--- src/rtl/tal_pkg.sv ---
// shared types, constants and tables for the thrust acceleration law block
`timescale 1ns / 1ps
`default_nettype none

package tal_pkg;

    // field widths
    localparam int VEL_W     = 32;
    localparam int MASS_W    = 31;
    localparam int ANG_W     = 31;
    localparam int ACC_W     = 32;
    localparam int THR_W     = 31;
    localparam int MODE_W    = 3;
    localparam int CFG_IDX_W = 2;
    localparam int CFG_W     = 31;

    // configuration register indexes
    localparam logic [CFG_IDX_W-1:0] REG_LAW_MODE     = 2'd0;
    localparam logic [CFG_IDX_W-1:0] REG_THRUST_LEVEL = 2'd1;

    // thrust laws
    typedef enum logic [MODE_W-1:0] {
        LAW_LEFT     = 3'd0,
        LAW_RIGHT    = 3'd1,
        LAW_PROGRADE = 3'd2,
        LAW_ANTI     = 3'd3,
        LAW_GENERAL  = 3'd4
    } law_t;

    // unit direction: Q2.30
    localparam int FRAC_W = 30;
    localparam int SQ_W   = 64;
    localparam int ROOT_W = 32;
    localparam int SQ_N   = ROOT_W;
    localparam int UD_N   = 31;
    localparam int UD_RW  = ROOT_W + UD_N;
    localparam int U_W    = 32;

    // scaling by thrust over mass
    localparam int MASS_SH = 6;
    localparam int D_W     = MASS_W + MASS_SH;
    localparam int SD_N    = 32;
    localparam int SD_RW   = D_W + SD_N;
    localparam int N2_W    = 64;

    // rotation units
    localparam int XY_W    = 34;
    localparam int Z_W     = 34;
    localparam int CD_N    = 30;
    localparam int TRIG_W  = 32;
    localparam int PROD_W  = 64;
    localparam logic signed [XY_W-1:0] CORDIC_GAIN = 34'sd652032874;
    localparam logic signed [Z_W-1:0]  HALF_PI     = 34'sd1686629713;
    localparam logic signed [Z_W-1:0]  FULL_PI     = 34'sd3373259426;

    // pipeline stage numbers (stage 1 is loaded at acceptance)
    localparam int U_STG    = 4 + SQ_N + UD_N;
    localparam int SEL_STG  = U_STG + 1;
    localparam int LAST_STG = SEL_STG + 2 + SD_N;
    localparam int ANG_DLY  = U_STG - 5 - CD_N;

    // one result word
    typedef struct packed {
        logic signed [ACC_W-1:0] accel_x;
        logic signed [ACC_W-1:0] accel_y;
        logic signed [ACC_W-1:0] accel_z;
        logic                    fault;
    } res_t;

    // arctangent of 2^-i in Q2.30
    function automatic logic signed [Z_W-1:0] tal_atan(input int i);
        logic signed [Z_W-1:0] a;
        case (i)
            0:       a = 34'sd843314857;
            1:       a = 34'sd497837829;
            2:       a = 34'sd263043837;
            3:       a = 34'sd133525159;
            4:       a = 34'sd67021687;
            5:       a = 34'sd33543516;
            6:       a = 34'sd16775851;
            7:       a = 34'sd8388437;
            8:       a = 34'sd4194283;
            9:       a = 34'sd2097149;
            default: a = (i < CD_N) ? (34'sd1 <<< (30 - i)) : 34'sd0;
        endcase
        return a;
    endfunction

endpackage

`default_nettype wire

--- src/rtl/tal_sqrt_cell.sv ---
// one root bit of the pipelined integer square root
`timescale 1ns / 1ps
`default_nettype none

module tal_sqrt_cell
    import tal_pkg::*;
#(
    parameter int STEP = 0
) (
    input  wire logic              clk,
    input  wire logic              en,
    input  wire logic [SQ_W-1:0]   rem_in,
    input  wire logic [ROOT_W-1:0] root_in,
    output logic      [SQ_W-1:0]   rem_out,
    output logic      [ROOT_W-1:0] root_out
);

    localparam int TW = SQ_W + 2;

    logic [TW-1:0]     test;
    logic [SQ_W-1:0]   rem_next;
    logic [ROOT_W-1:0] root_next;
    logic [SQ_W-1:0]   rem_reg;
    logic [ROOT_W-1:0] root_reg;

    // trial of (root + 2^step)^2 against the remainder
    always_comb
    begin
        test      = (TW'(root_in) << (STEP + 1)) | (TW'(1) << (2 * STEP));
        rem_next  = rem_in;
        root_next = root_in;
        if (TW'(rem_in) >= test)
        begin
            rem_next  = rem_in - test[SQ_W-1:0];
            root_next = root_in | (ROOT_W'(1) << STEP);
        end
    end

    always_ff @(posedge clk)
    begin
        if (en)
        begin
            rem_reg  <= rem_next;
            root_reg <= root_next;
        end
    end

    assign rem_out  = rem_reg;
    assign root_out = root_reg;

endmodule

`default_nettype wire

--- config.mk ---
export PLATFORM = sky130hd
export DESIGN_NAME = tal_sqrt_cell
export DESIGN_NICKNAME = d
export VERILOG_FILES = /design/src/rtl/tal_pkg.sv /design/src/rtl/tal_sqrt_cell.sv
export SDC_FILE = /design/constraint.sdc
export NUM_CORES = 1
export LEC_CHECK = 0
export BUFFER_PORTS_ARGS = -buffer_cell sky130_fd_sc_hd__buf_2
export CORE_MARGIN = 3
export CORE_UTILIZATION = 40
export DETAILED_ROUTE_END_ITERATION = 6
export PLACE_DENSITY = 0.69
export SYNTH_ARGS = -nofsm -noshare
export SYNTH_HDL_FRONTEND = slang
export SYNTH_SLANG_ARGS = --single-unit
--- constraint.sdc ---
create_clock -name clk -period 3.13 [get_ports clk]
set_clock_uncertainty 0.1 [all_clocks]
set_input_delay 0.313 -clock clk [delete_from_list [all_inputs] [get_ports clk]]
set_output_delay 0.313 -clock clk [all_outputs]
set_load 0.05 [all_outputs]
==> results.py, run 1 <==
metrics = {
    "critical_path": {
        "critPathMostFrequentCell": "nand4_1",
        "worstSetupPathType": "input port to register",
        "arrival_ns": 2.96,
        "cp.required_ns": 3.12,
        "crit_path_cell_trace": "buf_2, fa_1, a211oi_1, o21ai_0, nand4_1, nand4_1, a31oi_1, nand3_2, nor4_1, xor2_1",
        "startpoint": "rem_in[1]",
        "end_kind": "register",
        "crit_path_max_fanout": 6,
        "crit_path_start_kind": "input port",
        "slowest_delay_ns": 0.47,
        "critPathSlowestCell": "fa_1",
    },
    "global_route": {
        "grt_pass1_wl_mm": 27.1,
        "grt_use_total_pct": 20.8,
        "grt_max_degree": 64,
        "first_global_vias": 5484,
        "grt_antenna_before_repair": 2,
        "gr-total-overflow": 0,
    },
    "timing": {
        "worstMarginPinSlew_ns": 0.546,
        "relSlewSlack_pct": 63.2,
        "fin_crit_sh_pct": 94.7,
        "fmax_ghz": 0.337,
        "layout_min_cycle_time_ns": 2.96,
        "hold_viol": 0,
        "maxSlewViolCount": 0,
        "worst_slack_ns": 0.166,
        "finalSetupViolCount": 0,
    },
    "power": {
        "peakVddDrop_mv": 0.265,
        "powerDensity_nw_per_um2": 516,
        "power.leakage_uw": 0.00358,
    },
    "clock_tree": {
        "cts_sinks": 96,
        "clkTransAtPathRegs_ns": 0.07,
        "cts_resized": 0,
        "cts_tree": "built",
        "post_cts_buffers": 0,
        "clockBufferDepth": 2,
        "numCtsBuffers": 9,
        "root_buffer": "clkbuf_16",
        "hold_buffers": 0,
        "htreeDepth": 3,
    },
    "floorplanning": {
        "num_rows": 44,
        "die_area_um2": 16500,
        "die-height_um": 129,
        "dieWidth_um": 129,
        "io_pins": 194,
        "start_util_pct": 41.1,
        "design.core.area_um2": 14600,
    },
    "yosys": {
        "yosysSeqAreaShare_pct": 48.0,
        "synth_cell_types": 57,
        "syn-num-nets": 733,
        "ys_ff_latch": 96,
        "synth_top_area_share_pct": 48.0,
        "synthArstFlopShare_pct": 0,
        "synthFlopType": "edfxtp_1",
        "syn_area_per_cell_um2": 10.0,
        "synth.most_common_cell": "edfxtp_1",
        "yosys_warnings": 0,
        "synth_common_cells": "96 x edfxtp_1, 69 x a21oi_1, 58 x nor2_1, 45 x nand2_1, 40 x inv_1",
        "synth_edf_count": 96,
        "netlist_area_um2": 6010,
        "synth_area_leaders": "edfxtp_1 48%, ha_1 6.9%, a21oi_1 5.7%, xor2_1 5.2%, xnor2_1 3.8%",
        "yosysTopAreaCell": "edfxtp_1",
        "syn_inst": 601,
    },
    "placed_design": {
        "place_ws_ns": -0.214,
        "placed_cell_area_um2": 7830,
        "portBuffers": 193,
        "gp_congestion": 0.882,
        "dp.cells": 1050,
        "dp.final_hpwl_mm": 14.1,
    },
    "drt": {
        "drt_iter0_markers": 324,
        "drc": 0,
        "postRouteAntennaNets": 0,
        "avgViaCountPerCell": 5.20,
        "wl_per_cell_um": 16.3,
        "wl_mm": 17.3,
        "dr.pass1.iters": 4,
        "vias": 5527,
    },
    "hold_path": {
        "min_path_type": "input port to register",
        "holdCritStartpoint": "root_in[11]",
    },
    "cells_and_area": {
        "layoutNonFillerInstCount": 1063,
        "syn2layout_area_growth_pct": 35.4,
        "finalNetCount": 1009,
        "diodes": 0,
        "final_area_um2": 8140,
        "drive_gt1_share_pct": 35.5,
    },
    "flow_run": {
        "maxCapViolCount": 0,
    },
    "run_status": {
        "status": "complete, no violations",
    },
}
logic make-up after synthesis:
family,after synthesis,synth area share [%]
AO/OA/AOI/OAI,151,15.0
flip-flops,96,47.9
multiplexers,1,0.187
adder cells (fa/ha/maj),34,7.20
buffers and inverters,60,4.12
AND/OR/NAND/NOR,197,16.5
XOR/XNOR,62,9.03
critical path, delay by kind of cell:
| kind | cells | cell delay (ns) |
|---|---|---|
| AND/OR/NAND/NOR | 4 | 1.01 |
| adder cells (fa/ha/maj) | 1 | 0.47 |
| buffers and inverters | 1 | 0.13 |
| XOR/XNOR | 1 | 0.11 |
| AO/OA/AOI/OAI | 3 | 0.91 |
stage by stage:
stage / hold WS, ns / utilization [%] / power, µW / TNS, ns
global route: 0.0375 / 55.6 / 4390 / -0.0310
global placement: 0.405 / 53.5 / 3060 / -3.53
floorplan: 0.312 / - / 2580 / 0
CTS: 0.0343 / 55.5 / 4240 / 0
detailed placement: 0.405 / 53.5 / 3070 / -4.46
finish: 0.0451 / 55.6 / 4200 / 0
layer usage:
| layer | up-vias | part of all wire (%) | track usage (%) |
|---|---|---|---|
| li1 | 2755 | - | - |
| met1 | 2553 | 43 | 26.9 |
| met2 | 186 | 47 | 34.6 |
| met3 | 29 | 6.9 | 4.48 |
| met4 | 4 | 1.9 | 7.29 |
| met5 | - | 0.18 | 0 |
path summary, 6_finish.rpt:
check / end / cells past startpoint
hold / removal: root_out[11]$_DFFE_PP_ / 1
setup / recovery: rem_out[50]$_DFFE_PP_ / 10
placed cells by master (no fill, tap or decap), drive strengths merged, types with 2 or more instances in the layout:
cell,synthesis,final
nand2,45,45
o21bai,5,5
and3,2,2
nand3,12,12
or4,8,8
buf,8,285
nor3,21,21
o211ai,6,6
o21ai,36,36
a21oi,69,69
or2,4,4
nor4,12,12
o211a,3,3
nand2b,4,4
clkbuf,12,9
a211o,2,2
nor2b,2,2
nand4,11,11
nand4b,2,2
a21o,7,7
and2,2,2
or3,7,7
or4b,2,2
xor2,36,36
a31oi,5,5
a211oi,3,3
ha,33,33
o21a,3,3
edfxtp,96,96
a221o,2,2
nor2,58,58
xnor2,26,26
inv,40,40
bufinv,0,2
flip-flops by register name, summed over array words and instances, names as in the netlist:
signal	count
rem_out	64
root_out	32
report_power, final:
group / internal (µW) / switching, µW / total, µW
registers: 1590 / 36.8 / 1630
logic: 453 / 965 / 1420
clock network: 686 / 471 / 1160
final cells by class:
cell class	count	area [µm²]
clock buffer	9	225
multi-input combinational	445	2890
tap	184	230
inverter	40	150
fill	1352	6500
sequential	96	2880
clock inverter	4	72.6
timing repair buffer	285	1680
(Power assumes the default switching activity.)
==> inputs of run 2 (changes only) <==
Settings changed: PLACE_DENSITY 0.69 to 0.66.
Clock period 3.13 ns to 3.8 ns, I/O delays scaled along.
==> results.py, run 2 (synthesized netlist as in run 1, its figures left out) <==
metrics = {
    "clock_tree": {
        "cts_resized": 0,
        "cts_sinks": 96,
        "cts_tree": "built",
        "post_cts_buffers": 0,
        "clkTransAtPathRegs_ns": 0.07,
        "root_buffer": "clkbuf_16",
        "htreeDepth": 3,
        "numCtsBuffers": 9,
        "hold_buffers": 0,
        "clockBufferDepth": 2,
    },
    "cells_and_area": {
        "multi_input_area_um2": 2880,
        "nFillCells": 1378,
        "seq_area_um2": 2880,
        "drive_gt1_share_pct": 28.5,
        "diodes": 0,
        "final_common_cell": "buf_2",
        "finalNetCount": 926,
        "largest_reg_flops": 64,
        "layout_common_cells": "192 x buf_2, 96 x edfxtp_1, 69 x a21oi_1",
        "syn2layout_area_growth_pct": 24.3,
    },
    "critical_path": {
        "crit_path_start_kind": "input port",
        "worstSetupPathType": "input port to register",
        "arrival_ns": 3.17,
        "crit_path_max_fanout": 6,
        "end_kind": "register",
        "cp.required_ns": 3.79,
    },
    "timing": {
        "rsz0062_at_grt": "false",
        "fin_crit_sh_pct": 83.8,
        "relSlewSlack_pct": 41.2,
        "finalSetupViolCount": 0,
        "maxSlewViolCount": 0,
        "layout_min_cycle_time_ns": 3.19,
        "fmax_ghz": 0.314,
        "hold_viol": 0,
        "setup_tns_ns": 0,
        "worstMarginPinSlew_ns": 0.881,
    },
    "global_route": {
        "grt_pass1_wl_mm": 26.1,
        "first_global_vias": 5136,
        "grt_use_total_pct": 19.9,
        "grt_antenna_before_repair": 2,
        "grt_max_degree": 69,
        "gr-total-overflow": 0,
    },
    "hold_path": {
        "min_path_type": "input port to register",
    },
    "floorplanning": {
        "die_area_um2": 16500,
        "die-height_um": 129,
        "num_rows": 44,
        "dieWidth_um": 129,
        "design.core.area_um2": 14600,
        "io_pins": 194,
        "start_util_pct": 41.1,
    },
    "drt": {
        "vias": 5340,
        "drt_iter0_markers": 468,
        "dr.pass1.iters": 6,
        "drc": 0,
        "wl_mm": 16.6,
        "wl_per_cell_um": 16.9,
        "postRouteAntennaNets": 0,
        "avgViaCountPerCell": 5.43,
    },
    "placed_design": {
        "gp_congestion": 0.914,
        "dp.final_hpwl_mm": 13.0,
        "portBuffers": 193,
    },
    "power": {
        "swShare_pct": 36.4,
        "powerDensity_nw_per_um2": 444,
        "p_clk_share_pct": 27.4,
        "total_power_uw": 3320,
        "power.internal_uw": 2110,
        "power_switching_uw": 1210,
        "p_seq_share_pct": 40.5,
        "peakVddDrop_mv": 0.205,
        "combPwrFrac_pct": 32.1,
        "power.leakage_uw": 0.00317,
    },
    "run_status": {
        "status": "complete, no violations",
    },
    "flow_run": {
        "maxCapViolCount": 0,
    },
}
-- run 2: per-layer routing --
layer  up-vias  part of all wire [%]  global-route usage [%]
met5         -                  0.11                       0
met4         4                   1.4                    5.31
met3        21                   7.6                    4.52
met2       243                    47                    32.6
met1      2472                    44                    26.7
li1       2600                     -                       -
-- run 2: area by class of cell --
class | instances | share of cell area (%)
multi-input combinational | 445 | 38.6
tap | 184 | 3.08
clock inverter | 6 | 0.804
timing repair buffer | 202 | 13.9
clock buffer | 10 | 3.06
inverter | 40 | 2.01
sequential | 96 | 38.6
-- run 2: final timing paths --
kind                        from                     to  depth (start not counted)
worst max-delay path  root_in[0]  rem_out[50]$_DFFE_PP_                         11
worst min-delay path  root_in[8]  root_out[8]$_DFFE_PP_                          1
-- run 2: per-stage QoR --
step           hold WS (ns)  std cells  utilization, %  area (µm²)  setup WS, ns
5_1_grt              0.0969        983            51.0        7470         0.426
3_3_place_gp          0.474        967            49.0        7180         0.264
6_report              0.111        983            51.0        7470         0.615
3_5_place_dp          0.472        967            49.0        7180         0.291
2_1_floorplan         0.379        601               -        6010         0.640
4_1_cts              0.0984        983            51.0        7470         0.644
-- run 2: worst max-delay path: stages --
cell and delay (ns):
buf_2 0.08, inv_1 0.07, fa_1 0.46, a211oi_1 0.26, o21ai_0 0.24, nand4_1 0.19
nand4_1 0.21, a31oi_1 0.40, nand3_1 0.34, nor4_1 0.41, xor2_1 0.11
-- run 2: power groups by stage --
stage                     Combinational (µW)  Sequential (µW)  Clock (µW)
final                                   1070             1340         910
after global placement                  1060             1360           0
after global routing                    1140             1350         970
after CTS                               1070             1340         933
after detailed placement                1060             1360           0
after floorplan                          351             1780           0
