<file path="src/rtl/tal_div_cell.sv">
// one quotient bit of a pipelined restoring divider
`timescale 1ns / 1ps
`default_nettype none

module tal_div_cell #(
    parameter int DEN_W = 32,
    parameter int Q_W   = 31,
    parameter int STEP  = 0
) (
    input  wire logic                   clk,
    input  wire logic                   en,
    input  wire logic [DEN_W+Q_W-1:0]   rem_in,
    input  wire logic [DEN_W-1:0]       den_in,
    input  wire logic [Q_W-1:0]         q_in,
    output logic      [DEN_W+Q_W-1:0]   rem_out,
    output logic      [DEN_W-1:0]       den_out,
    output logic      [Q_W-1:0]         q_out
);

    localparam int RW = DEN_W + Q_W;

    logic [RW-1:0]    sub;
    logic [RW-1:0]    rem_next;
    logic [Q_W-1:0]   q_next;
    logic [RW-1:0]    rem_reg;
    logic [DEN_W-1:0] den_reg;
    logic [Q_W-1:0]   q_reg;

    // subtract the shifted divisor when it fits
    always_comb
    begin
        sub      = RW'(den_in) << STEP;
        rem_next = rem_in;
        q_next   = q_in;
        if (rem_in >= sub)
        begin
            rem_next = rem_in - sub;
            q_next   = q_in | (Q_W'(1) << STEP);
        end
    end

    always_ff @(posedge clk)
    begin
        if (en)
        begin
            rem_reg <= rem_next;
            den_reg <= den_in;
            q_reg   <= q_next;
        end
    end

    assign rem_out = rem_reg;
    assign den_out = den_reg;
    assign q_out   = q_reg;

endmodule

`default_nettype wire

</file>
<file path="config.mk">
export PLATFORM = sky130hd
export DESIGN_NAME = tal_div_cell
export DESIGN_NICKNAME = d
export VERILOG_FILES = /design/src/rtl/tal_div_cell.sv
export SDC_FILE = /design/constraint.sdc
export NUM_CORES = 1
export LEC_CHECK = 0
export BUFFER_PORTS_ARGS = -buffer_cell sky130_fd_sc_hd__buf_2
export CAP_MARGIN = 25
export CORE_MARGIN = 5
export CORE_UTILIZATION = 40
export DETAILED_ROUTE_END_ITERATION = 10
export PLACE_DENSITY = 0.78
export SYNTH_ARGS = -nofsm -noshare
export SYNTH_HDL_FRONTEND = slang
export SYNTH_SLANG_ARGS = --single-unit
</file>
<file path="constraint.sdc">
create_clock -name clk -period 8.15 [get_ports clk]
set_clock_uncertainty 0.15 [all_clocks]
set_input_delay 0.4075 -clock clk [delete_from_list [all_inputs] [get_ports clk]]
set_output_delay 0.4075 -clock clk [all_outputs]
set_load 0.01 [all_outputs]
</file>
==> key figures, run 1 <==
Logic synthesis
  • Most common cell in the synthesized netlist: edfxtp_1
  • Count of different cell masters after synthesis: 57
  • Synth Cell Area: 7070 sq um
  • Ys Warns: 0
  • Top FF cell, synth: edfxtp_1
  • Synth area leaders: edfxtp_1, ha_1, xor2_1
  • Async SR Flop Fraction: 0
  • Number of synthesized flops with an enable pin: 126
  • Cell accounting for the most synthesized area: edfxtp_1
  • Post-synth top area share: 0.535
  • FF+latch count, synth: 126
  • Avg Cell Area, Syn: 11.0 sq um
  • Synthesized instance count: 642
  • Sequential area share after synthesis: 0.535
  • Post-Syn Nets: 804
  • Post-synth top cells: edfxtp_1, nand2_1, o21ai_0, inv_1, xor2_1

Timing
  • Slew headroom: 0.316
  • Slew @ Worst Pin: 1.03 ns
  • Fin Setup TNS: 0 ns
  • Period utilisation layout: 0.468
  • Fmax: 0.262 GHz
  • Setup violators final: 0
  • Final Hold Viols: 0
  • Post-layout min period: 3.81 ns
  • RSZ-0062 raised after global routing: false
  • Slew Viols, Final: 0

Die
  • Starting Density: 0.409
  • FP Rows: 48
  • Die Height: 143 um
  • IO Pins: 254
  • Core Area: 17300 sq um
  • Die area: 20400 sq um
  • Die width: 143 um

Worst setup path
  • CP Class: input pin to register
  • Critical path endpoint category: register
  • CP delay by family, top: simple AND/OR/NAND/NOR gates
  • CP max-delay cell: o21ba_4
  • CP peak stage delay: 0.59 ns
  • CP most frequent cell: or4_4
  • Cells along the critical path: buf_2, or4_4, or4_4, nor3_2, and4b_1, a21bo_1, o21ba_4, buf_4, mux2_2
  • Critical path launch point type: input pin
  • WP buf/inv: 2
  • Crit path required time: 8.16 ns
  • Data arrival, critical path: 3.82 ns
  • Critical Path Fanout Max: 47

Run
  • Max Cap Viol: 0

Global routing
  • Global route total overflow: 0
  • All-Layer GR Usage: 0.197
  • Largest net degree at the start of global routing: 75
  • Initial antenna violation count: 2
  • Vias in the first global route: 6132
  • Wire length of the first global-routing pass: 31500 um

Routing
  • Drt drc: 0
  • Drt pass-1 iters: 5
  • DR WL/cell: 18.0 um
  • Initial DRC count: 483
  • WL final: 20700 um
  • Routed vias: 6122
  • Detail-routed via count per cell: 5.32
  • Antenna-violating nets left: 0

Cells and area
  • Final Non-Filler Cells: 1150
  • Fraction of layout cells with a size suffix above 1: 0.330
  • Fill cells: 1523
  • Layout Nets: 1073
  • Register area: 3780 sq um
  • Area occupied by multi-input gates: 2980 sq um
  • Layout area overhead: 31.2%

Clock network
  • Reg clk slew, reported paths: 0.06 ns
  • Inserted Clock Buffers: 17
  • Quantity of gates resized following cts: 0
  • CTS H-tree lvls: 4
  • Clk root buf: clkbuf_16
  • CTS sink cnt: 126
  • Post CTS Setup Buffer Count: 0
  • CTS tree: done
  • Hold-fix buffers, CTS: 22
  • Clock Tree Buf Depth: 2

Place
  • GP Congestion: 0.907
  • Number of port buffers: 253
  • DP Cell Count: 1093
  • HPWL after DPL: 15400 um

Power
  • P per Cell Area: 206 nW/um^2
  • Worst VDD drop: 0.144 mV
  • Static Leak: 3.86 nW

Hold path
  • HP Class: input pin to register

Run status
  • Status: finished, final reports clean
==> per-stage QoR <==
| stage | area [sq um] | utilization | power (mW) | hold slack, ns | setup slack [ns] |
|---|---|---|---|---|---|
| after floorplan | 7070 | - | 1.02 | 0.356 | 4.78 |
| after global placement | 8480 | 0.490 | 1.17 | 0.434 | 4.06 |
| after detailed placement | 8480 | 0.490 | 1.18 | 0.436 | 3.98 |
| after CTS | 9260 | 0.535 | 1.92 | 0.000277 | 4.41 |
| after global routing | 9280 | 0.536 | 1.99 | 0.0000213 | 4.10 |
| final | 9280 | 0.536 | 1.91 | 0.0145 | 4.34 |
==> routing by layer <==
metal,share of wire,vias to the layer above,global-route usage
met1,0.40,2858,0.247
met4,0.026,2,0.0740
met3,0.095,40,0.0566
li1,-,2915,-
met2,0.48,307,0.324
met5,0.00034,-,0
==> flip-flops by register name, summed over array words and instances (netlist names) <==
signal,flops
q_out,31
rem_out,63
den_out,32
==> area by class of cell <==
class / count / area share
flip-flops and latches: 126 / 0.408
multi-input cells: 446 / 0.321
repair buffers: 279 / 0.164
clock buffers: 18 / 0.0463
well taps: 225 / 0.0303
inverters: 41 / 0.0166
clock inverters: 14 / 0.0143
diodes: 1 / 0.000270
==> path summary, 6_finish.rpt <==
path	from	end	cells after the start
max	rem_in[44]	rem_out[1]	9
min	q_in[4]	q_out[4]	1
==> cell families after synthesis <==
group	count (synthesis)	synth area share
mux	2	0.00301
xor+xnor	60	0.0743
simple gates	217	0.163
compound gates	133	0.118
buf+inv	70	0.0449
fa+ha+maj	34	0.0612
flops	126	0.535
==> layout by cell type, fill, tap and decap left out, drive strengths merged, types with 8 or more instances in the layout <==
master | synthesis | final
edfxtp | 126 | 126
nor2 | 25 | 25
dlygate4sd3 | 0 | 23
nor4 | 17 | 17
or3 | 10 | 10
xor2 | 38 | 38
nand2b | 8 | 8
o21ai | 48 | 48
clkbuf | 21 | 18
nor3 | 22 | 22
nand3 | 15 | 15
xnor2 | 22 | 22
a21oi | 32 | 32
nand4 | 10 | 10
nand2 | 69 | 69
buf | 8 | 256
inv | 41 | 47
or4 | 15 | 15
ha | 33 | 33
a21o | 8 | 8
==> report_power, final <==
part           total, mW  internal [mW]  switching, mW  leakage [nW]
sequential         0.810          0.795         0.0154          1.23
clock              0.733          0.425          0.309         0.270
combinational      0.365          0.150          0.215          2.36
Note: power is estimated with default switching activity, not from simulation.
==> run 2: changes to the inputs <==
--- a/config.mk
+++ b/config.mk
@@ -10,7 +10,7 @@
 export CORE_MARGIN = 5
 export CORE_UTILIZATION = 40
 export DETAILED_ROUTE_END_ITERATION = 10
-export PLACE_DENSITY = 0.78
+export PLACE_DENSITY = 0.8
 export SYNTH_ARGS = -nofsm -noshare
 export SYNTH_HDL_FRONTEND = slang
 export SYNTH_SLANG_ARGS = --single-unit
==> constraint.sdc (replaced) <==
create_clock -name clk -period 3.2 [get_ports clk]
set_clock_uncertainty 0.15 [all_clocks]
set_input_delay 0.16 -clock clk [delete_from_list [all_inputs] [get_ports clk]]
set_output_delay 0.16 -clock clk [all_outputs]
set_load 0.01 [all_outputs]
==> key figures, run 2 (synthesis results as in run 1) <==
Cells and area
  • Final Non-Filler Cells: 1312 (+14%)
  • Layout area overhead: 53.1%
  • Cell area after layout: 10800 sq um (+17%)
  • Largest register FFs: 63 (unchanged)
  • Most frequent cells in the layout: buf_2, edfxtp_1, dlygate4sd3_1
  • Fraction of layout cells with a size suffix above 1: 0.349 (+0.0186)
  • Layout Nets: 1234 (+15%)
  • Commonest non-fill, non-tap cell in the layout: buf_2

Run status
  • Status: finished, final reports clean

Place
  • GP Congestion: 0.937 (+3.3%)
  • DP Cell Count: 1154 (+5.6%)
  • HPWL after DPL: 16600 um (+7.9%)
  • Number of port buffers: 253 (unchanged)
  • Placed inst area: 8970 sq um (+5.8%)

Timing
  • Post-layout min period: 3.15 ns
  • Slew Viols, Final: 0 (unchanged)
  • Slew @ Worst Pin: 0.895 ns (-0.130 ns)
  • Setup violators final: 0 (unchanged)
  • Final Hold Viols: 0 (unchanged)
  • RSZ-0062 raised after global routing: true
  • Slew headroom: 0.401 (+0.0848)
  • Hold_ws: 0.0377 ns (+0.0232 ns)
  • Fmax: 0.318 GHz
  • Period utilisation layout: 0.984

Clock network
  • Inserted Clock Buffers: 17 (unchanged)
  • Clk root buf: clkbuf_16
  • CTS H-tree lvls: 4 (unchanged)
  • CTS tree: done
  • Reg clk slew, reported paths: 0.06 ns (about the same)
  • Clock Tree Buf Depth: 2 (unchanged)
  • CTS sink cnt: 126 (unchanged)

Routing
  • Detail-routed via count per cell: 5.09 (-4.4%)
  • Drt pass-1 iters: 5 (unchanged)
  • Drt drc: 0 (unchanged)
  • WL final: 23000 um (+11%)
  • Routed vias: 6674 (+9.0%)
  • DR WL/cell: 17.5 um (-3.0%)
  • Antenna-violating nets left: 0 (unchanged)
  • Initial DRC count: 409 (-15%)

Die
  • Die Height: 143 um (unchanged)
  • IO Pins: 254 (unchanged)
  • Die width: 143 um (unchanged)
  • Core Area: 17300 sq um (unchanged)
  • FP Rows: 48 (unchanged)
  • Starting Density: 0.409 (unchanged)
  • Die area: 20400 sq um (unchanged)

Worst setup path
  • CP Class: input pin to register
  • Critical Path Fanout Max: 7 (-85%)
  • Data arrival, critical path: 3.15 ns (-0.67 ns)
  • Critical Path Start: rem_in[57]
  • Critical path endpoint category: register
  • Crit path required time: 3.20 ns (-4.96 ns)
  • Critical path launch point type: input pin
  • CP endpoint: rem_out[37]

Power
  • Worst VDD drop: 0.373 mV (+160%)
  • P per Cell Area: 454 nW/um^2 (+120%)
  • Static Leak: 4.58 nW (+19%)

Global routing
  • All-Layer GR Usage: 0.218 (+0.0206)
  • Vias in the first global route: 6729 (+9.7%)
  • Wire length of the first global-routing pass: 34700 um (+10%)
  • Global route total overflow: 0 (unchanged)
  • Largest net degree at the start of global routing: 71 (-5.3%)
  • Initial antenna violation count: 2 (unchanged)

Hold path
  • HP Class: input pin to register

Run
  • Max Cap Viol: 0 (unchanged)
## run 2: worst max-delay path, cell delays in order
cell and delay [ns]:
dlygate4sd3_1 0.53, buf_2 0.13, or4_1 0.42, or3_1 0.42
nor4_2 0.31, buf_4 0.15, a21bo_1 0.12, o21ba_4 0.21
buf_4 0.17, nor4b_1 0.39, xor2_1 0.12
## run 2: power by group
part | switching [mW] | internal [mW] | leakage (nW)
registers | 0.0419 | 2.02 | 1.23
clock network | 0.745 | 0.985 | 0.248
logic | 0.596 | 0.524 | 3.09
## run 2: worst min path at each step
stage	depth (start not counted)	slack, ns	from	to
floorplan	0	0.11	den_in[0]	den_out[0]
global placement	1	0.19	q_in[27]	q_out[27]
detailed placement	1	0.19	q_in[25]	q_out[25]
CTS	3	0.02	rem_in[42]	rem_out[42]
global route	3	0.04	rem_in[44]	rem_out[44]
finish	3	0.04	rem_in[42]	rem_out[42]
## run 2: what timing repair did
action,CTS,global route
buffers inserted,0,1
endpoints found under the hold margin,139,0
gates resized for setup,0,13
setup endpoints to repair,0,32
hold buffers,123,0
## run 2: final cells by class
cell class	instances	area [sq um]
inverter	41	154
fill	1396	6470
multi-input combinational	446	3060
tap	225	282
clock buffer	18	429
clock inverter	13	93.8
sequential	126	3780
timing repair buffer	440	3020
antenna	3	7.51
## run 2: per-stage QoR
stage                     worst slack (ns)  TNS, ns  power (mW)   util
final                               0.0506        0        4.92  0.626
after global routing               -0.0319   -0.166        5.15  0.626
after CTS                          0.00458        0        4.95  0.620
after detailed placement            -0.152   -0.528        3.08  0.519
after global placement              -0.160   -0.375        3.07  0.519
after floorplan                     0.0773        0        2.59      -
## run 2: metal layers
| layer | track usage | part of all wire | vias up |
|---|---|---|---|
| met5 | 0 | 0 | - |
| met4 | 0.0775 | 0.025 | 0 |
| met3 | 0.0506 | 0.075 | 37 |
| met2 | 0.362 | 0.49 | 279 |
| met1 | 0.279 | 0.41 | 3106 |
| li1 | - | - | 3252 |
==> run 3: changes to the inputs <==
--- a/config.mk
+++ b/config.mk
@@ -10,7 +10,9 @@
 export CORE_MARGIN = 5
 export CORE_UTILIZATION = 40
 export DETAILED_ROUTE_END_ITERATION = 10
+export HOLD_SLACK_MARGIN = 0.02
 export PLACE_DENSITY = 0.8
+export RECOVER_POWER = 25
 export SYNTH_ARGS = -nofsm -noshare
 export SYNTH_HDL_FRONTEND = slang
 export SYNTH_SLANG_ARGS = --single-unit
==> key figures, run 3 (synthesis results as in run 1) <==
Power
  • Combinational share of power: 0.227 (about the same)
  • Sequential power share: 0.422 (+0.002)
  • Worst VDD drop: 0.372 mV (-0.29%)
  • Clock power share: 0.352 (about the same)
  • Psw: 1.38 mW (-0.36%)
  • Static Leak: 4.48 nW (-2.1%)
  • Power Internal: 3.53 mW (-0.21%)
  • Sw Ratio: 0.281 (-0.000304)
  • P per Cell Area: 455 nW/um^2 (+0.11%)

Place
  • GP Congestion: 0.937 (unchanged)
  • Pre-CTS WS: -0.152 ns (unchanged)
  • Placed inst area: 8970 sq um (unchanged)
  • HPWL after DPL: 16600 um (unchanged)
  • Number of port buffers: 253 (unchanged)

Routing
  • DR WL/cell: 17.5 um (-0.11%)
  • Routed vias: 6665 (-0.13%)
  • Antenna-violating nets left: 0 (unchanged)
  • Drt pass-1 iters: 5 (unchanged)
  • Initial DRC count: 452 (+11%)
  • Detail-routed via count per cell: 5.08 (-0.13%)
  • WL final: 22900 um (-0.11%)
  • Drt drc: 0 (unchanged)

Worst setup path
  • CP Class: input pin to register
  • Data arrival, critical path: 3.14 ns (about the same)
  • Critical Path Fanout Max: 7 (unchanged)
  • Critical path endpoint category: register
  • Critical path launch point type: input pin
  • Crit path required time: 3.20 ns (about the same)

Run
  • Max Cap Viol: 0 (unchanged)

Die
  • Die area: 20400 sq um (unchanged)
  • Starting Density: 0.409 (unchanged)
  • Die width: 143 um (unchanged)
  • FP Rows: 48 (unchanged)
  • IO Pins: 254 (unchanged)
  • Die Height: 143 um (unchanged)
  • Core Area: 17300 sq um (unchanged)

Global routing
  • All-Layer GR Usage: 0.218 (+0.000425)
  • Initial antenna violation count: 1 (-1)
  • Wire length of the first global-routing pass: 34800 um (+0.16%)
  • Global route total overflow: 0 (unchanged)
  • Largest net degree at the start of global routing: 71 (unchanged)
  • Vias in the first global route: 6749 (+0.30%)

Clock network
  • Inserted Clock Buffers: 17 (unchanged)
  • Clk root buf: clkbuf_16
  • Clock Tree Buf Depth: 2 (unchanged)
  • CTS H-tree lvls: 4 (unchanged)
  • CTS sink cnt: 126 (unchanged)
  • Reg clk slew, reported paths: 0.06 ns (about the same)
  • CTS tree: done

Timing
  • Fin Setup TNS: 0 ns (unchanged)
  • Slew Viols, Final: 0 (unchanged)
  • Final Hold Viols: 0 (unchanged)
  • Fmax: 0.318 GHz (about the same)
  • Period utilisation layout: 0.983 (about the same)
  • Post-layout min period: 3.15 ns (-0.00242 ns)
  • Setup violators final: 0 (unchanged)
  • Slew headroom: 0.231 (-0.170)
  • RSZ-0062 raised after global routing: true
  • Final worst setup slack: 0.0530 ns (+0.00242 ns)
  • Slew @ Worst Pin: 1.15 ns (+0.258 ns)

Cells and area
  • Fill cells: 1416 (+1.4%)
  • Fraction of layout cells with a size suffix above 1: 0.315 (-0.0335)
  • Cell area after layout: 10800 sq um (-0.37%)
  • Layout Nets: 1235 (+0.081%)
  • Largest register FFs: 63 (unchanged)
  • Most frequent cells in the layout: buf_2, edfxtp_1, dlygate4sd3_1
  • Layout area overhead: 52.5%
  • Commonest non-fill, non-tap cell in the layout: buf_2

Hold path
  • HP Class: input pin to register
  • WHS Path Cells: 3 (unchanged)

Run status
  • Status: finished, final reports clean
## run 3: cell count changes in the layout (fill, tap and decap cells not counted), sizes merged
cell / before / now
buf: 317 / 282
clkbuf: 18 / 53
diode: 3 / 2
dlygate4sd3: 123 / 124
## run 3: final cells by class
class,instances,area [sq um],area share
Timing Repair Buffer,441,2980,0.276
Clock buffer,18,429,0.0398
Sequential cell,126,3780,0.351
Clock inverter,13,93.8,0.00870
Inverter,41,154,0.0143
Multi-Input combinational cell,446,3060,0.284
Antenna cell,2,5.00,0.000464
Tap cell,225,282,0.0261
## run 3: repair_timing
action | 4_1_cts | 5_1_grt
endpoints found under the setup margin | 0 | 32
endpoints found under the hold margin | 140 | 0
gates resized for setup | 0 | 13
hold buffers | 124 | 0
setup buffers | 0 | 1
## run 3: final timing paths
check                 startpoint           to  slack [ns]
worst max-delay path  rem_in[57]  rem_out[37]        0.05
worst min-delay path  rem_in[41]  rem_out[41]        0.05
## run 3: critical path, cell delays in order
cell,delay (ns)
dlygate4sd3_1,0.53
buf_2,0.13
or4_1,0.42
or3_1,0.42
nor4_2,0.31
buf_4,0.15
a21bo_1,0.12
o21ba_4,0.20
buf_4,0.17
nor4b_1,0.39
xor2_1,0.12
## run 3: power by group through the flow
stage          sequential [mW]  clock, mW  combinational, mW
3_5_place_dp              2.10          0              0.982
3_3_place_gp              2.09          0              0.972
6_report                  2.07       1.72               1.11
5_1_grt                   2.08       1.85               1.21
4_1_cts                   2.07       1.78               1.11
2_1_floorplan             2.20          0              0.390
## run 3: routing by layer
layer  vias to the layer above  global-route usage  wire length, um
met3                        39              0.0506             1650
met5                         -                   0                0
li1                       3250                   -                -
met4                         0              0.0780              579
met1                      3103               0.281             9510
met2                       273               0.361            11200
## run 3: per-stage QoR
step / hold WS [ns] / std cells / total power [mW] / utilization
floorplan: 0.109 / 642 / 2.59 / -
global placement: 0.187 / 1154 / 3.07 / 0.519
detailed placement: 0.188 / 1154 / 3.08 / 0.519
CTS: 0.0219 / 1309 / 4.95 / 0.621
global route: 0.0404 / 1311 / 5.14 / 0.624
finish: 0.0508 / 1312 / 4.90 / 0.624
