## src/rtl/tal_pkg.sv

```systemverilog
// shared types, constants and tables for the thrust acceleration law block
`timescale 1ns / 1ps
`default_nettype none

package tal_pkg;

    // field widths
    localparam int VEL_W     = 32;
    localparam int MASS_W    = 31;
    localparam int ANG_W     = 31;
    localparam int ACC_W     = 32;
    localparam int THR_W     = 31;
    localparam int MODE_W    = 3;
    localparam int CFG_IDX_W = 2;
    localparam int CFG_W     = 31;

    // configuration register indexes
    localparam logic [CFG_IDX_W-1:0] REG_LAW_MODE     = 2'd0;
    localparam logic [CFG_IDX_W-1:0] REG_THRUST_LEVEL = 2'd1;

    // thrust laws
    typedef enum logic [MODE_W-1:0] {
        LAW_LEFT     = 3'd0,
        LAW_RIGHT    = 3'd1,
        LAW_PROGRADE = 3'd2,
        LAW_ANTI     = 3'd3,
        LAW_GENERAL  = 3'd4
    } law_t;

    // unit direction: Q2.30
    localparam int FRAC_W = 30;
    localparam int SQ_W   = 64;
    localparam int ROOT_W = 32;
    localparam int SQ_N   = ROOT_W;
    localparam int UD_N   = 31;
    localparam int UD_RW  = ROOT_W + UD_N;
    localparam int U_W    = 32;

    // scaling by thrust over mass
    localparam int MASS_SH = 6;
    localparam int D_W     = MASS_W + MASS_SH;
    localparam int SD_N    = 32;
    localparam int SD_RW   = D_W + SD_N;
    localparam int N2_W    = 64;

    // rotation units
    localparam int XY_W    = 34;
    localparam int Z_W     = 34;
    localparam int CD_N    = 30;
    localparam int TRIG_W  = 32;
    localparam int PROD_W  = 64;
    localparam logic signed [XY_W-1:0] CORDIC_GAIN = 34'sd652032874;
    localparam logic signed [Z_W-1:0]  HALF_PI     = 34'sd1686629713;
    localparam logic signed [Z_W-1:0]  FULL_PI     = 34'sd3373259426;

    // pipeline stage numbers (stage 1 is loaded at acceptance)
    localparam int U_STG    = 4 + SQ_N + UD_N;
    localparam int SEL_STG  = U_STG + 1;
    localparam int LAST_STG = SEL_STG + 2 + SD_N;
    localparam int ANG_DLY  = U_STG - 5 - CD_N;

    // one result word
    typedef struct packed {
        logic signed [ACC_W-1:0] accel_x;
        logic signed [ACC_W-1:0] accel_y;
        logic signed [ACC_W-1:0] accel_z;
        logic                    fault;
    } res_t;

    // arctangent of 2^-i in Q2.30
    function automatic logic signed [Z_W-1:0] tal_atan(input int i);
        logic signed [Z_W-1:0] a;
        case (i)
            0:       a = 34'sd843314857;
            1:       a = 34'sd497837829;
            2:       a = 34'sd263043837;
            3:       a = 34'sd133525159;
            4:       a = 34'sd67021687;
            5:       a = 34'sd33543516;
            6:       a = 34'sd16775851;
            7:       a = 34'sd8388437;
            8:       a = 34'sd4194283;
            9:       a = 34'sd2097149;
            default: a = (i < CD_N) ? (34'sd1 <<< (30 - i)) : 34'sd0;
        endcase
        return a;
    endfunction

endpackage

`default_nettype wire

```

## src/rtl/tal_cordic_cell.sv

```systemverilog
// one rotation step of the pipelined sine/cosine unit
`timescale 1ns / 1ps
`default_nettype none

module tal_cordic_cell
    import tal_pkg::*;
#(
    parameter int STEP = 0
) (
    input  wire logic                   clk,
    input  wire logic                   en,
    input  wire logic signed [XY_W-1:0] x_in,
    input  wire logic signed [XY_W-1:0] y_in,
    input  wire logic signed [Z_W-1:0]  z_in,
    output logic signed      [XY_W-1:0] x_out,
    output logic signed      [XY_W-1:0] y_out,
    output logic signed      [Z_W-1:0]  z_out
);

    localparam logic signed [Z_W-1:0] ATAN = tal_atan(STEP);

    logic signed [XY_W-1:0] x_next;
    logic signed [XY_W-1:0] y_next;
    logic signed [Z_W-1:0]  z_next;
    logic signed [XY_W-1:0] x_reg;
    logic signed [XY_W-1:0] y_reg;
    logic signed [Z_W-1:0]  z_reg;

    // rotate toward zero residual angle, shifts round down
    always_comb
    begin
        if (!z_in[Z_W-1])
        begin
            x_next = x_in - (y_in >>> STEP);
            y_next = y_in + (x_in >>> STEP);
            z_next = z_in - ATAN;
        end
        else
        begin
            x_next = x_in + (y_in >>> STEP);
            y_next = y_in - (x_in >>> STEP);
            z_next = z_in + ATAN;
        end
    end

    always_ff @(posedge clk)
    begin
        if (en)
        begin
            x_reg <= x_next;
            y_reg <= y_next;
            z_reg <= z_next;
        end
    end

    assign x_out = x_reg;
    assign y_out = y_reg;
    assign z_out = z_reg;

endmodule

`default_nettype wire

```

## config.mk

```make
export PLATFORM = sky130hd
export DESIGN_NAME = tal_cordic_cell
export DESIGN_NICKNAME = d
export VERILOG_FILES = /design/src/rtl/tal_pkg.sv /design/src/rtl/tal_cordic_cell.sv
export SDC_FILE = /design/constraint.sdc
export NUM_CORES = 1
export LEC_CHECK = 0
export BUFFER_PORTS_ARGS = -buffer_cell sky130_fd_sc_hd__buf_2
export CORE_UTILIZATION = 38
export DETAILED_ROUTE_END_ITERATION = 10
export SLEW_MARGIN = 20
export SYNTH_ARGS = -nofsm -noshare
export SYNTH_HDL_FRONTEND = slang
export SYNTH_SLANG_ARGS = --single-unit
```

## constraint.sdc

```tcl
create_clock -name clk -period 4.2 [get_ports clk]
set_clock_uncertainty 0.05 [all_clocks]
set_input_delay 0 -clock clk [delete_from_list [all_inputs] [get_ports clk]]
set_output_delay 0 -clock clk [all_outputs]
set_load 0.02 [all_outputs]
```

==> flow_summary.ini, run 1 <==
[setup_path]
end_kind = flip-flop
crit_arrival_ns = 3.20
path_cells = buf_2 > inv_1 > ha_1 > clkinv_1 > a2111oi_0 > nor3_1 > o221ai_1 > a211o_1 > nand4_1 > and3_1 > a211oi_1 > xnor2_1
cp_max_fo = 11
required_ns = 4.25
cpPeakStageDelay_ns = 0.57
criticalPathCategory = in -> reg
startpoint_type = input port
crit_path_top_delay_cell = a2111oi_0

[worst_hold_path]
min_path_cells = 3
hold_class = in -> reg

[sta]
drv_slew = 0
setup-tns-final_ns = 0
hold_viol = 0
period_needed_ns = 3.15
grt_setup_unrepaired = no
max_slew_margin_pct = 45.9
finalCritPeriodShare_pct = 74.9
fmax_mhz = 318
setup_viol = 0
worst_pin_slew_ns = 0.811

[synth]
async_reset_ff_share_pct = 0
ys_types = 76
syn_area_sq_mm = 0.0106
ys_warn_count = 0
avgSynthCellArea_sq_um = 8.55
syn_inst = 1237
synthFlopType = edfxtp_1
synth-seq-cells = 101
synth_nets = 1477
synth_edf_count = 101
ys_seq_area_share_pct = 28.7

[status]
outcome = finished clean

[floorplan]
initial_utilization_pct = 39.0
die_area_sq_mm = 0.0285
num_rows = 60
die_h_microns = 169
die_w_microns = 169
core_sq_mm = 0.0271
io_pins = 206

[pwr]
cellPowerDensity_mw_per_mm2 = 329
finalPower_mw = 4.02
cellLeakagePower_nw = 5.44
irDropWorstVdd_mv = 0.189

[cts]
cts.path.max_buffers = 2
root_buffer = clkbuf_16
cts_max_level = 3
cts_tree = built
cts-buffers-inserted = 9
clock-sinks = 101
clk_pin_slew_ns = 0.07
cts_resized = 0

[global_route]
grt_pass1_vias = 9589
antenna_found_initial = 0
grt_first_pass_wirelength_mm = 51.9
gr-total-overflow = 0
grt_start_max_net_pins = 64
gr-usage-all-layers_pct = 23.3

[final_layout]
fillerInstances = 2705
fin_nets = 1650
syn_to_final_growth_pct = 15.7
drive_gt1_share_pct = 17.5
layout_common_cells = buf_2, a21oi_1, ha_1, inv_1, edfxtp_1
final_common_cell = buf_2
n_antenna_cell = 0

[placement]
portBuffers = 205
place.gp.congestion = 0.949
post-dp-hpwl_mm = 27.5

[routing]
drc = 0
drt-pass1-iter-count = 6
ant_nets = 0
vias_per_cell = 5.63
via_count = 10100
wl_mm = 34.0
drtIter0Drc = 858
drt-wirelength-per-cell_microns = 19.0

[flow_run]
timing.max_cap.violations = 0
## path summary, 6_finish.rpt
path | slack (ns) | endpoint | from
min | 0.02 | x_out[0] | y_in[0]
max | 1.05 | y_out[33] | x_in[4]
## flip-flops by register name (all words and copies together) (netlist names)
register and cells:
x_out 34, z_out 34, y_out 33
## logic make-up (layout without fill, tap and decap cells)
kind of cell	Yosys count	after routing	share of synthesized area, %
compound gates	409	409	24.7
flops	101	101	28.7
mux	21	21	2.00
buf+inv	161	339	5.92
simple gates	316	316	14.6
xor+xnor	93	93	7.71
fa+ha+maj	136	136	16.4
## per-stage QoR
step | hold slack, ns | setup slack [ns] | instance area [sq um] | utilization, % | std cells
finish | 0.0233 | 1.05 | 12200 | 45.1 | 1787
global route | 0.0258 | 0.762 | 12200 | 45.1 | 1787
CTS | 0.0160 | 1.05 | 12200 | 45.1 | 1787
detailed placement | 0.303 | 0.758 | 11900 | 43.9 | 1770
global placement | 0.287 | 0.751 | 11900 | 43.9 | 1770
floorplan | 0.0625 | 1.17 | 10600 | - | 1237
## area by class of cell
class	instances	area, sq um	area share (%)
timing repair buffer	214	1100	8.98
sequential	101	3030	24.8
clock buffer	10	229	1.87
tap	372	465	3.80
clock inverter	6	87.6	0.716
multi-input combinational	975	6910	56.5
inverter	109	409	3.34
## cells in the mapped netlist (10+ instances only)
cell type / n / area (sq um)
nor2_1: 98 / 368
nor2b_1: 25 / 156
o31ai_1: 10 / 75.1
o21bai_1: 24 / 180
a21o_1: 33 / 248
clkbuf_1: 32 / 120
nand2b_1: 11 / 68.8
edfxtp_1: 101 / 3030
nand4_1: 11 / 68.8
nor3_1: 28 / 140
or3_1: 10 / 62.6
inv_1: 106 / 398
a21oi_1: 142 / 711
nand2_1: 65 / 244
mux2i_1: 20 / 200
xor2_1: 23 / 201
nand3_1: 28 / 140
o21ai_0: 90 / 450
xnor2_1: 70 / 613
ha_1: 132 / 1650
## metal layers
| metal | vias to the layer above | global-route usage (%) | routed length [microns] |
|---|---|---|---|
| met3 | 55 | 3.18 | 2120 |
| met4 | 0 | 7.75 | 887 |
| met1 | 4761 | 32.3 | 15500 |
| met2 | 436 | 37.4 | 15500 |
| met5 | - | 0 | 0 |
| li1 | 4815 | - | - |
## worst max-delay path: cells and delay by family
kind | cells | cell delay [ns]
compound gates | 4 | 1.61
simple gates | 3 | 0.53
fa+ha+maj | 1 | 0.50
buf+inv | 3 | 0.45
xor+xnor | 1 | 0.11
## repair_timing
item                      4_1_cts  5_1_grt
setup buffers                   0        0
hold endpoints to repair        1        0
hold buffers                    1        0
## power by group
| group | switching (mW) | total [mW] | internal, mW | leakage (nW) |
|---|---|---|---|---|
| clock | 0.384 | 0.906 | 0.522 | 0.146 |
| combinational | 1.11 | 1.71 | 0.607 | 4.30 |
| sequential | 0.0597 | 1.40 | 1.34 | 0.989 |
No activity file was read; power rests on OpenSTA's default activity.
==> inputs of run 2 (changes only) <==
ABC_AREA = 1   (was unset)
clock period = 2.7 ns   (was 4.2 ns; I/O delays follow)
==> run 2 against run 1 <==
- sequential power grew 51%
- synthesized cell count grew 49%
- sequential cell count is the same
- critical path depth shrank 2
- first-iteration DRC count grew 28%
- non-clock buffer count increased by 5
- utilization down 1.2 points
- synthesized area grew 16%
- clock-buffer cell count shrank 1
- cell count grew 36%
- setup slack lost 0.72 ns
- wire length up 27%
- critical path type unchanged
- largest cell class unchanged
==> flow_summary.ini, run 2 <==
[pwr]
irDropWorstVdd_mv = 0.318
cellPowerDensity_mw_per_mm2 = 461
finalPower_mw = 6.43
cellLeakagePower_nw = 6.99

[setup_path]
crit_path_top_delay_cell = o21ai_0
worst_path_most_repeated_cell = nand3_1
cpPeakStageDelay_ns = 0.55
startpoint_type = input port
crit_arrival_ns = 2.45
required_ns = 2.78
criticalPathCategory = in -> reg
end_kind = flip-flop
path_cells = dlygate4sd3_1 > buf_2 > inv_1 > fa_1 > o21ai_2 > a21oi_1 > o21ai_0 > nand3_1 > nand3_1 > nand2_1
cp_max_fo = 4

[global_route]
gr-total-overflow = 0
gr-usage-all-layers_pct = 26.1
grt_first_pass_wirelength_mm = 66.7
grt_start_max_net_pins = 67
grt_pass1_vias = 12300
antenna_found_initial = 0

[final_layout]
syn_to_final_growth_pct = 13.4
drive_gt1_share_pct = 14.8
layout_common_cells = nand2_1, inv_1, buf_2, nor2_1, a21oi_1
final_common_cell = nand2_1
fin_nets = 2268
fin_area_sq_mm = 0.0140
layout.cells.non_filler = 2435
n_antenna_cell = 0
fillerInstances = 3343

[flow_run]
timing.max_cap.violations = 0

[floorplan]
die_area_sq_mm = 0.0331
die_h_microns = 182
io_pins = 206
num_rows = 65
initial_utilization_pct = 38.8
core_sq_mm = 0.0317
die_w_microns = 182

[synth]
synth_nets = 2082
ys_types = 47
ys_warn_count = 0
synth_top_area_cell = edfxtp_1
synth_edf_count = 101
async_reset_ff_share_pct = 0
synthFlopType = edfxtp_1
synth_top_area_share_pct = 24.7
avgSynthCellArea_sq_um = 6.68
synth_common_cells = nand2_1, inv_1, a21oi_1, nor2_1, nand3_1
syn_inst = 1842
ys_seq_area_share_pct = 24.7
syn_area_sq_mm = 0.0123
synthTopCellsByArea = edfxtp_1, nand2_1, ha_1
synth-seq-cells = 101
synth.most_common_cell = nand2_1

[sta]
grt_setup_unrepaired = no
finalCritPeriodShare_pct = 87.8
setup_viol = 0
fmax_mhz = 422
period_needed_ns = 2.37
max_slew_margin_pct = 49.6
setup-tns-final_ns = 0
hold_viol = 0
worst_pin_slew_ns = 0.755
drv_slew = 0

[routing]
wl_met1_mm = 20.3
wl_mm = 43.3
vias_per_cell = 5.30
drc = 0
drt-wirelength-per-cell_microns = 17.8
ant_nets = 0
via_count = 12900
drt-pass1-iter-count = 5
dr_wl_met3_mm = 2.38
drtIter0Drc = 1102
top_layer = met4
wl_met2_mm = 19.5

[placement]
portBuffers = 205
place.gp.congestion = 0.980
post-dp-hpwl_mm = 35.9
numPlacedInstances = 2418
placed_area_sq_mm = 0.0136

[cts]
cts.path.max_buffers = 2
cts_tree = built
postCtsSetupBuffers = 0
cts_resized = 0
clock-sinks = 101
cts_max_level = 3
cts-buffers-inserted = 9
clk_pin_slew_ns = 0.08
root_buffer = clkbuf_16
cts_hold_buf = 1

[status]
outcome = finished clean

[worst_hold_path]
hold_class = in -> reg
-- run 2: changes by cell type in the layout (fill, tap and decap cells not counted), sizes merged, moves of 17 or more --
| cell | before | now |
|---|---|---|
| nand2 | 65 | 504 |
| inv | 107 | 258 |
| nand3 | 28 | 152 |
| nor2 | 98 | 182 |
| xnor2 | 70 | 11 |
| a21oi | 144 | 172 |
| o21ai | 93 | 119 |
| nor2b | 25 | 0 |
| mux2i | 20 | 3 |
-- run 2: path summary, 6_finish.rpt --
kind | start | endpoint | slack (ns) | cells past startpoint
max | z_in[0] | z_out[32] | 0.33 | 10
min | y_in[0] | x_out[0] | 0.01 | 3
-- run 2: worst max-delay path, delay by kind of cell --
kind,cells,cell delay [ns]
compound gates,3,0.91
buf+inv,3,0.70
fa+ha+maj,1,0.49
simple gates,3,0.35
-- run 2: kinds of logic after synthesis --
| family | share of synthesized area, % |
|---|---|
| compound gates | 16.5 |
| xor+xnor | 3.49 |
| fa+ha+maj | 14.1 |
| buf+inv | 10.2 |
| flops | 24.7 |
| mux | 0.244 |
| simple gates | 30.8 |
-- run 2: cell type report --
type | count | area, sq um | share of cell area [%]
clock buffers | 9 | 225 | 1.61
clock inverters | 7 | 70.1 | 0.502
inverters | 257 | 965 | 6.91
multi-input cells | 1440 | 8010 | 57.4
flip-flops and latches | 101 | 3030 | 21.7
well taps | 402 | 503 | 3.61
repair buffers | 219 | 1150 | 8.23
-- run 2: routing by layer --
metal  vias up  global-route usage (%)
met4         0                    8.00
met3        60                    3.15
met1      5933                    35.5
met2       478                    43.0
met5         -                       0
li1       6438                       -
-- run 2: report_power, final --
part	internal, mW	leakage, nW	total [mW]	switching (mW)
Combinational	0.921	5.86	2.96	2.03
Clock	0.651	0.141	1.37	0.715
Sequential	2.04	0.987	2.11	0.0703
-- run 2: metrics by stage --
step	util (%)	hold WS (ns)	worst slack, ns
CTS	44.0	0.00961	0.312
detailed placement	43.0	0.315	0.211
floorplan	-	0.0625	0.537
finish	44.0	0.0125	0.331
global placement	43.0	0.312	0.169
global route	44.0	0.0229	0.111
==> inputs of run 3 (changes only) <==
CORE_ASPECT_RATIO = 0.75   (was unset)
CORE_MARGIN = 2   (was unset)
CTS_CLUSTER_SIZE = 24   (was unset)
==> run 3 against run 2 <==
- setup slack better by 0.077 ns
- sequential cell count stayed put
- global-route usage is 1.1 points higher
- die area is 2.3% higher
- non-clock buffer count is 6 higher
- via count is 2.6% higher
- largest power group unchanged
==> flow_summary.ini, run 3 (same netlist as run 2, synthesis figures left out) <==
[status]
outcome = finished clean

[final_layout]
n_antenna_cell = 0
fin_area_sq_mm = 0.0140
drive_gt1_share_pct = 15.0
syn_to_final_growth_pct = 14.0
fillerInstances = 3445
layout_common_cells = nand2_1, inv_1, buf_2, nor2_1, a21oi_1
layout.cells.non_filler = 2452
final_common_cell = nand2_1
regArea_sq_mm = 0.00303
fin_util_pct = 43.7
fin_nets = 2274
multi_input_comb_area_sq_mm = 0.00801

[setup_path]
crit_arrival_ns = 2.36
criticalPathCategory = in -> reg
end_kind = flip-flop
cp_max_fo = 4
required_ns = 2.77
startpoint_type = input port

[sta]
fmax_mhz = 436
worst_slack_ns = 0.407
hold_viol = 0
setup-tns-final_ns = 0
drv_slew = 0
grt_setup_unrepaired = no
whs_ns = 0.0460
worst_pin_slew_ns = 0.686
finalCritPeriodShare_pct = 84.9
setup_viol = 0
period_needed_ns = 2.29
max_slew_margin_pct = 54.3

[routing]
drtIter0Drc = 1408
drt-wirelength-per-cell_microns = 18.8
ant_nets = 0
vias_per_cell = 5.40
drt-pass1-iter-count = 6
via_count = 13200
wl_mm = 46.0
drc = 0

[cts]
clk_pin_slew_ns = 0.07
postCtsSetupBuffers = 0
cts_tree = built
cts-buffers-inserted = 9
cts.path.max_buffers = 2
root_buffer = clkbuf_16
cts_resized = 0
clock-sinks = 101
cts_max_level = 3

[pwr]
cellPowerDensity_mw_per_mm2 = 462
finalPower_mw = 6.48
irDropWorstVdd_mv = 0.312
cellLeakagePower_nw = 7.02

[floorplan]
num_rows = 57
core_sq_mm = 0.0321
initial_utilization_pct = 38.3
die_w_microns = 212
die_area_sq_mm = 0.0338
die_h_microns = 160
io_pins = 206

[worst_hold_path]
hold_class = in -> reg

[placement]
portBuffers = 205
placed_area_sq_mm = 0.0137
post-dp-hpwl_mm = 38.8
pre_cts_ws_ns = 0.238
place.gp.congestion = 0.940
numPlacedInstances = 2435

[global_route]
grt_start_max_net_pins = 55
grt_pass1_vias = 12400
antenna_found_initial = 0
grt_first_pass_wirelength_mm = 70.8
gr-total-overflow = 0
gr-usage-all-layers_pct = 27.2

[flow_run]
timing.max_cap.violations = 0
-- run 3: changes by cell type in the layout (fill, tap and decap cells not counted), sizes merged --
cell / delta
buf: +6
clkbuf: +1
clkinv: -3
clkinvlp: +1
inv: +1
-- run 3: worst paths after layout --
| kind | from | end | cells past startpoint |
|---|---|---|---|
| min | y_in[0] | x_out[0] | 3 |
| max | z_in[0] | z_out[30] | 12 |
-- run 3: timing repair --
action / 4_1_cts / 5_1_grt
hold endpoints to repair: 1 / 0
hold buffers: 1 / 0
setup endpoints to repair: 0 / 0
-- run 3: routing by layer --
metal | vias up | global-route usage, % | wire (microns)
met5 | - | 0 | 0
met4 | 0 | 5.12 | 665
met3 | 40 | 3.97 | 3830
met2 | 602 | 39.5 | 18600
met1 | 6139 | 42.4 | 22900
li1 | 6464 | - | -
-- run 3: critical path, cell delays in order --
cell and delay (ns):
dlygate4sd3_1 0.52, buf_2 0.09, inv_1 0.08, fa_1 0.49, o21ai_2 0.21, a21boi_1 0.12
o21bai_1 0.39, nand2_1 0.09, nand2_1 0.14, nand2_1 0.09, nand3_1 0.08, nand2_1 0.07
-- run 3: where the power goes --
| group | internal, mW | switching [mW] | leakage (nW) | total, mW |
|---|---|---|---|---|
| logic | 0.936 | 2.07 | 5.90 | 3.01 |
| registers | 2.04 | 0.0817 | 0.987 | 2.12 |
| clock network | 0.644 | 0.707 | 0.132 | 1.35 |
| total | 3.62 | 2.86 | 7.02 | 6.48 |
-- run 3: layout make-up --
class / count / area share, %
Inverter: 257 / 6.88
Sequential cell: 101 / 21.6
Clock buffer: 10 / 1.63
Tap cell: 413 / 3.69
Multi-Input combinational cell: 1440 / 57.1
Timing Repair Buffer: 225 / 8.69
Clock inverter: 6 / 0.375
